<file path="src/bmv_pkg.sv">
// Shared widths and defaults for the majority vote block.
package bmv_pkg;

  localparam int DATA_W        = 32;
  localparam int OCC_W         = 11;
  localparam int MAX_ITEMS_DEF = 1024;

  typedef logic signed [DATA_W-1:0] data_t;
  typedef logic [OCC_W-1:0]         occ_t;

endpackage

</file>
<file path="src/bmv_front.sv">
// Front end: accepts requests, runs the vote, writes the store, queues one job per run.
module bmv_front import bmv_pkg::*; #(
  parameter int MAX_ITEMS = MAX_ITEMS_DEF,
  localparam int CW = $clog2(MAX_ITEMS + 2),
  localparam int AW = $clog2(MAX_ITEMS)
) (
  input  logic          clk,
  input  logic          rst_n,
  input  logic          start,
  output logic          busy,
  input  data_t         in_value,
  input  logic          in_last_item,
  output logic          wr_en,
  output logic [AW-1:0] wr_addr,
  output data_t         wr_data,
  output logic          job_vld,
  output data_t         job_cand,
  output logic [CW-1:0] job_len,
  output logic          job_ovf,
  input  logic          job_pop
);

  localparam int VW = $clog2(2 * MAX_ITEMS);
  localparam logic [CW-1:0] MAX_C      = CW'(MAX_ITEMS);
  localparam logic [CW-1:0] MAX_P1     = CW'(MAX_ITEMS + 1);
  localparam logic [VW-1:0] VOTE_LIMIT = VW'(2 * MAX_ITEMS - 1);

  data_t         cand_r, cand_nxt;
  logic [VW-1:0] vc_r, vc_nxt;
  logic [CW-1:0] rl_r, rl_nxt;
  logic          ovf_r, ovf_nxt;
  logic          job_vld_r, guard_r;
  data_t         job_cand_r;
  logic [CW-1:0] job_len_r;
  logic          job_ovf_r;
  logic          accept;

  assign busy   = job_vld_r | guard_r;
  assign accept = start & ~busy;

  always_comb begin
    cand_nxt = cand_r;
    vc_nxt   = vc_r;
    priority if (in_value == cand_r) begin
      if (vc_r < VOTE_LIMIT) vc_nxt = vc_r + VW'(1);
    end else if (vc_r != '0) begin
      vc_nxt = vc_r - VW'(1);
    end else begin
      cand_nxt = in_value;
      vc_nxt   = VW'(1);
    end
    if (rl_r < MAX_C) begin
      rl_nxt  = rl_r + CW'(1);
      ovf_nxt = ovf_r;
    end else begin
      rl_nxt  = MAX_P1;
      ovf_nxt = 1'b1;
    end
  end

  assign wr_en   = accept & (rl_r < MAX_C);
  assign wr_addr = rl_r[AW-1:0];
  assign wr_data = in_value;

  always_ff @(posedge clk) begin
    if (!rst_n) begin
      cand_r    <= '0;
      vc_r      <= '0;
      rl_r      <= '0;
      ovf_r     <= 1'b0;
      job_vld_r <= 1'b0;
      guard_r   <= 1'b0;
    end else begin
      // hold off a new run in the cycle after the job is popped so the rescan keeps ahead of writes
      guard_r <= job_pop;
      if (job_pop) job_vld_r <= 1'b0;
      if (accept) begin
        if (in_last_item) begin
          job_vld_r <= 1'b1;
          cand_r    <= '0;
          vc_r      <= '0;
          rl_r      <= '0;
          ovf_r     <= 1'b0;
        end else begin
          cand_r <= cand_nxt;
          vc_r   <= vc_nxt;
          rl_r   <= rl_nxt;
          ovf_r  <= ovf_nxt;
        end
      end
    end
  end

  always_ff @(posedge clk) begin
    if (accept && in_last_item) begin
      job_cand_r <= cand_nxt;
      job_len_r  <= rl_nxt;
      job_ovf_r  <= ovf_nxt;
    end
  end

  assign job_vld  = job_vld_r;
  assign job_cand = job_cand_r;
  assign job_len  = job_len_r;
  assign job_ovf  = job_ovf_r;

endmodule

</file>
<file path="config.mk">
export PLATFORM = sky130hd
export DESIGN_NAME = bmv_front
export DESIGN_NICKNAME = d
export VERILOG_FILES = /design/src/bmv_pkg.sv /design/src/bmv_front.sv
export SDC_FILE = /design/constraint.sdc
export NUM_CORES = 1
export LEC_CHECK = 0
export BUFFER_PORTS_ARGS = -buffer_cell sky130_fd_sc_hd__buf_4
export CAP_MARGIN = 40
export CORE_MARGIN = 1
export CORE_UTILIZATION = 30
export DETAILED_ROUTE_END_ITERATION = 6
export PLACE_DENSITY_LB_ADDON = 0.08
export SYNTH_ARGS = -nofsm -noshare
export SYNTH_HDL_FRONTEND = slang
export SYNTH_SLANG_ARGS = --single-unit
</file>
<file path="constraint.sdc">
create_clock -name clk -period 3.3 [get_ports clk]
set_clock_uncertainty 0.2 [all_clocks]
set_input_delay 0.165 -clock clk [delete_from_list [all_inputs] [get_ports clk]]
set_output_delay 0.165 -clock clk [all_outputs]
set_load 0.02 [all_outputs]
</file>
==> out/metrics.yaml, run 1 <==
run_status:
  status: "finished clean"
global_route:
  overflow: 0
  antenna_found_initial: 0
  first_global_vias: 3941
  grt_pass1_wl_um: 20700
  grt_max_degree: 76
  grt_usage_pct: 14.9
cells_and_area:
  nNetsFinal: 671
  diodes: 0
  drive_gt1_share_pct: 29.7
  syn_to_final_growth_pct: 29.1
  n_fill_cell: 1665
  finalInstanceArea_um2: 6680
job:
  cap_violations: 0
synthesis:
  synth_area_per_cell_um2: 9.88
  synth_area_um2: 5180
  synth_edf_count: 44
  synth.top_cells.by_area: "edfxtp_1 (26%), dfxtp_1 (22%), xor2_1 (7.3%), mux2_2 (6.7%), buf_4 (6.7%)"
  synth_flop_cell: "dfxtp_1"
  ys_types: 47
  synthArstFlopShare_pct: 0
  seq_area_frac_synth_pct: 47.6
  netlist.area_leader.share_pct: 25.5
  synth-seq-cells: 101
  synth_top_area_cell: "edfxtp_1"
  syn_inst: 524
  syn_nets: 564
  ys_warn_count: 0
drt:
  vias: 4074
  wl_per_cell_um: 15.4
  drt_iter0_markers: 205
  wirelength_um: 13200
  drt-met1-wl_um: 6050
  post-route-drc-count: 0
  ant_nets: 0
  firstDrtPassIters: 4
  routed-wl-met3_um: 625
  vias_per_cell: 4.76
  routed.top_layer: "met4"
  wl_met2_um: 6230
setup_path:
  crit_fanout: 32
  crit_chain: "dlygate4sd3_1 > buf_4 > xor2_1 > nor4_1 > nand4_1 > o21ai_4 > buf_12 > nand2b_4 > o22ai_1"
  slowest_stage: "dlygate4sd3_1"
  arrival_ns: 2.84
  endpoint_kind: "register"
  path_class: "input port to register"
  worstPathRequired_ns: 3.32
  critPathMaxStageDelay_ns: 0.53
  worstSetupStartpointType: "input port"
clock_network:
  cts_max_level: 3
  cts_max_path_buffers: 2
  cts.sinks: 101
  cts_tree: "built"
  worstSkewPairLatency_ns: 0.35
  cts_buffers: 9
  path_clk_slew_ns: 0.07
  root_buffer: "clkbuf_16"
floorplan:
  pin_count: 126
  core_um2: 16700
  die_area_um2: 17800
  fp.dieW_um: 133
  start_util_pct: 31.0
  rows: 47
  die_h_um: 133
timing:
  finalSetupViolations: 0
  rsz0062_at_grt: "no"
  maxSlewViolCount: 0
  slew_headroom_pct: 48.4
  fin_crit_sh_pct: 85.6
  tightest_slew_ns: 0.773
  finalHoldViolCount: 0
  layout_min_cycle_time_ns: 2.82
  fin_tns_setup_ns: 0
  max_freq_ghz: 0.354
pwr:
  vdd_drop_max_uv: 236
  p_per_area_nw_per_um2: 468
  leakage_uw: 0.00268
placement:
  gp_congestion: 0.764
  dp_hpwl_um: 8790
  port_buffers: 125
  placed_cell_area_um2: 6040
worst_hold_path:
  hold_path_class: "input port to register"
## timing repair
item | CTS | global route
endpoints found under the hold margin | 68 | 0
setup buffers | 0 | 0
gates resized for setup | 0 | 0
hold buffers | 34 | 0
## through the flow
step	total power [uW]	instances	setup WS [ns]	utilization, %	hold slack, ns
2_1_floorplan	1830	524	0.956	-	0.0867
4_1_cts	3170	856	0.460	40.0	0.123
6_report	3130	856	0.475	40.0	0.146
3_3_place_gp	2040	806	0.652	36.2	0.184
5_1_grt	3260	856	0.384	40.0	0.170
3_5_place_dp	2040	806	0.609	36.2	0.185
## state kept, by name, indices dropped and copies added (netlist names)
register,cells
cand_r,32
job_cand,32
job_len,11
rl_r,11
vc_r,11
guard_r,1
job_ovf,1
job_vld,1
ovf_r,1
## worst paths after layout
path | from | end | slack [ns] | cells past startpoint
worst min-delay path | start | rl_r[0]$_SDFFE_PN0P_ | 0.15 | 5
worst max-delay path | in_value[2] | cand_r[13]$_SDFFE_PN0P_ | 0.48 | 9
worst max register to register | cand_r[2]$_SDFFE_PN0P_ | cand_r[13]$_SDFFE_PN0P_ | 0.62 | 7
worst min register to register | ovf_r$_SDFFE_PN0P_ | ovf_r$_SDFFE_PN0P_ | 0.27 | 2
## power breakdown
group	leakage (uW)	switching [uW]	internal [uW]
sequential	0.000884	37.1	1370
clock	0.000140	481	610
combinational	0.00166	331	293
total	0.00268	849	2280
## Yosys cell counts (2+ instances only)
cell,n
nand2_1,89
dfxtp_1,57
buf_4,46
edfxtp_1,44
xor2_1,43
o22ai_1,36
mux2_2,31
nor2_1,29
clkbuf_1,15
nand3_1,12
buf_2,11
nor4_1,10
a21oi_1,8
a22oi_1,8
inv_1,7
xnor2_1,7
and2_1,6
nor3_1,6
nand2b_1,5
nand4_1,5
a41oi_1,4
mux2i_1,4
and3_1,3
ha_1,3
mux2_1,3
o21ai_0,3
o31a_1,3
a31oi_1,2
nand3b_1,2
nor2_2,2
o21ai_2,2
o32ai_1,2
or4_1,2
## area by class of cell
cell class | count | area [um2] | share of cell area (%)
Sequential cell | 101 | 2460 | 36.9
Tap cell | 220 | 275 | 4.12
Clock inverter | 5 | 57.6 | 0.861
Multi-Input combinational cell | 344 | 2250 | 33.6
Inverter | 7 | 26.3 | 0.393
Timing Repair Buffer | 168 | 1370 | 20.5
Clock buffer | 11 | 243 | 3.63
## worst max-delay path: cells and delay by family
family                 cells  cell delay (ns)
AND/OR/NAND/NOR            3             1.20
buffers and inverters      3             0.88
XOR/XNOR                   1             0.14
AO/OA/AOI/OAI              2             0.42
## cells in the final DEF (no fill, tap or decap), types with 4 or more instances in the layout
| cell | instances |
|---|---|
| buf_4 | 132 |
| nand2_1 | 89 |
| dfxtp_1 | 57 |
| edfxtp_1 | 44 |
| xor2_1 | 43 |
| o22ai_1 | 36 |
| dlygate4sd3_1 | 34 |
| mux2_2 | 31 |
| nor2_1 | 29 |
| nand3_1 | 12 |
| nor4_1 | 10 |
| clkbuf_16 | 9 |
| a21oi_1 | 8 |
| a22oi_1 | 8 |
| xnor2_1 | 7 |
| and2_1 | 6 |
| nor3_1 | 6 |
| inv_1 | 6 |
| nand4_1 | 5 |
| nand2b_1 | 5 |
| mux2i_1 | 4 |
| a41oi_1 | 4 |
## layer usage
layer  up-vias  track usage (%)
met4         0             5.74
met2       100             24.3
met3        15             3.42
li1       2019                -
met5         -                0
met1      1940             19.2
## cell families (layout without fill, tap and decap cells)
family / count (synthesis) / in the layout / share of synthesized area, %
AND/OR/NAND/NOR: 178 / 178 / 15.8
AO/OA/AOI/OAI: 75 / 75 / 9.94
multiplexers: 38 / 38 / 8.17
adder cells (fa/ha/maj): 3 / 3 / 0.725
flip-flops: 101 / 101 / 47.6
XOR/XNOR: 50 / 50 / 8.46
buffers and inverters: 79 / 191 / 9.33
No activity file was read; power rests on OpenSTA's default activity.
==> inputs of run 2 (changes only) <==
Settings changed: BUFFER_PORTS_ARGS -buffer_cell sky130_fd_sc_hd__buf_4 to unset, DONT_BUFFER_PORTS set to 1.
==> out/metrics.yaml, run 2 (synthesis gave the netlist of run 1 again) <==
drt:
  post-route-drc-count: 0  # unchanged
  wirelength_um: 13300  # +1.5%
  drt_iter0_markers: 252  # +23%
  wl_per_cell_um: 18.2  # +19%
  ant_nets: 0  # unchanged
  vias_per_cell: 4.95  # +4.0%
  firstDrtPassIters: 4  # unchanged
  vias: 3628  # -11%
timing:
  slew_headroom_pct: 46.9  # -1.5 points
  max_freq_ghz: 0.374  # +5.6%
  layout_min_cycle_time_ns: 2.67  # -0.150 ns
  tightest_slew_ns: 0.789  # +0.0159 ns
  maxSlewViolCount: 0  # unchanged
  finalSetupViolations: 0  # unchanged
  fin_crit_sh_pct: 81.1  # -4.6 points
  fin_tns_setup_ns: 0  # unchanged
  rsz0062_at_grt: "no"
  postLayoutSetupSlackWorst_ns: 0.625  # +0.150 ns
  finalHoldViolCount: 0  # unchanged
job:
  cap_violations: 0  # unchanged
global_route:
  antenna_found_initial: 0  # unchanged
  grt_usage_pct: 15.5  # +0.57 points
  first_global_vias: 3613  # -8.3%
  grt_pass1_wl_um: 21100  # +2.0%
  overflow: 0  # unchanged
  grt_max_degree: 75  # -1.3%
clock_network:
  worstSkewPairLatency_ns: 0.35  # about the same
  cts_buffers: 9  # unchanged
  cts_setup_buffers: 0  # unchanged
  path_clk_slew_ns: 0.07  # about the same
  cts_max_level: 3  # unchanged
  hold_buffers: 36  # +5.9%
  cts_tree: "built"
  cts_max_path_buffers: 2  # unchanged
  postCtsResizedCells: 0  # unchanged
  cts.sinks: 101  # unchanged
  root_buffer: "clkbuf_16"
setup_path:
  crit_path_frequent_cell: "buf_4"
  r2r_slack_ns: 0.63  # about the same
  worstPathRequired_ns: 3.32  # about the same
  crit_chain: "nor4_1 > and2_1 > and2b_2 > o21ai_4 > buf_4 > o21ai_2 > buf_4 > o22ai_1"
  path_class: "register to register"
  arrival_ns: 2.69  # -0.15 ns
  endpoint_kind: "register"
  slowest_stage: "nor4_1"
  crit_fanout: 32  # unchanged
  critPathMaxStageDelay_ns: 0.42  # -0.11 ns
  worstSetupStartpointType: "register"
cells_and_area:
  syn_to_final_growth_pct: 11.4
  drive_gt1_share_pct: 13.1  # -17 points
  final_common_cell: "nand2_1"
  diodes: 0  # unchanged
  final_cell_mix: "nand2_1 (89), dfxtp_1 (57), edfxtp_1 (44)"
  nNetsFinal: 548  # -18%
pwr:
  p_per_area_nw_per_um2: 521  # +11%
  vdd_drop_max_uv: 280  # +19%
  leakage_uw: 0.00209  # -22%
floorplan:
  pin_count: 126  # unchanged
  core_um2: 16700  # unchanged
  fp.dieW_um: 133  # unchanged
  start_util_pct: 31.0  # unchanged
  rows: 47  # unchanged
  die_h_um: 133  # unchanged
  die_area_um2: 17800  # unchanged
run_status:
  status: "finished clean"
placement:
  dp_hpwl_um: 8440  # -4.0%
  port_buffers: 0  # -100%
  preCtsSetupSlack_ns: 0.683  # +0.0748 ns
  gp_congestion: 0.755  # -1.2%
worst_hold_path:
  hold_path_class: "input port to register"
## run 2: worst max-delay path: cells and delay by family (launching register included)
family	cells	cell delay, ns
and+or+nand+nor	3	0.94
DFF	1	0.41
buffers and inverters	2	0.59
AOI/OAI and AO/OA	3	0.38
## run 2: stage by stage
stage | util, % | instance area, um2 | instances | power, uW | hold slack (ns)
6_report | 34.5 | 5770 | 733 | 3000 | 0.0222
5_1_grt | 34.5 | 5770 | 733 | 3130 | 0.0297
4_1_cts | 34.5 | 5770 | 733 | 3050 | 0.00505
3_5_place_dp | 30.4 | 5080 | 681 | 1860 | 0.106
3_3_place_gp | 30.4 | 5080 | 681 | 1860 | 0.0907
2_1_floorplan | - | 5180 | 524 | 1830 | 0.0867
## run 2: worst paths after layout
check | startpoint | endpoint | cells past startpoint
worst max-delay path | vc_r[6]$_SDFFE_PN0P_ | cand_r[12]$_SDFFE_PN0P_ | 8
worst min register to register | ovf_r$_SDFFE_PN0P_ | ovf_r$_SDFFE_PN0P_ | 2
worst min-delay path | start | rl_r[0]$_SDFFE_PN0P_ | 3
worst max register to register | vc_r[6]$_SDFFE_PN0P_ | cand_r[12]$_SDFFE_PN0P_ | 8
## run 2: area by class of cell
type,instances,area [um2]
clock inverter,6,68.8
clock buffer,10,239
timing repair buffer,45,458
sequential,101,2460
multi-input combinational,344,2240
inverter,7,26.3
fill,1747,10900
tap,220,275
## run 2: per-layer routing
layer | GRT usage, % | part of all wire [%]
met5 | 0 | 0
met1 | 19.3 | 45
met2 | 25.5 | 48
met3 | 4.53 | 5.6
met4 | 5.56 | 1.5
## run 2: where the power goes
| group | internal, uW | switching (uW) |
|---|---|---|
| Clock | 615 | 501 |
| Combinational | 204 | 233 |
| Sequential | 1380 | 74.7 |
| Total | 2190 | 809 |
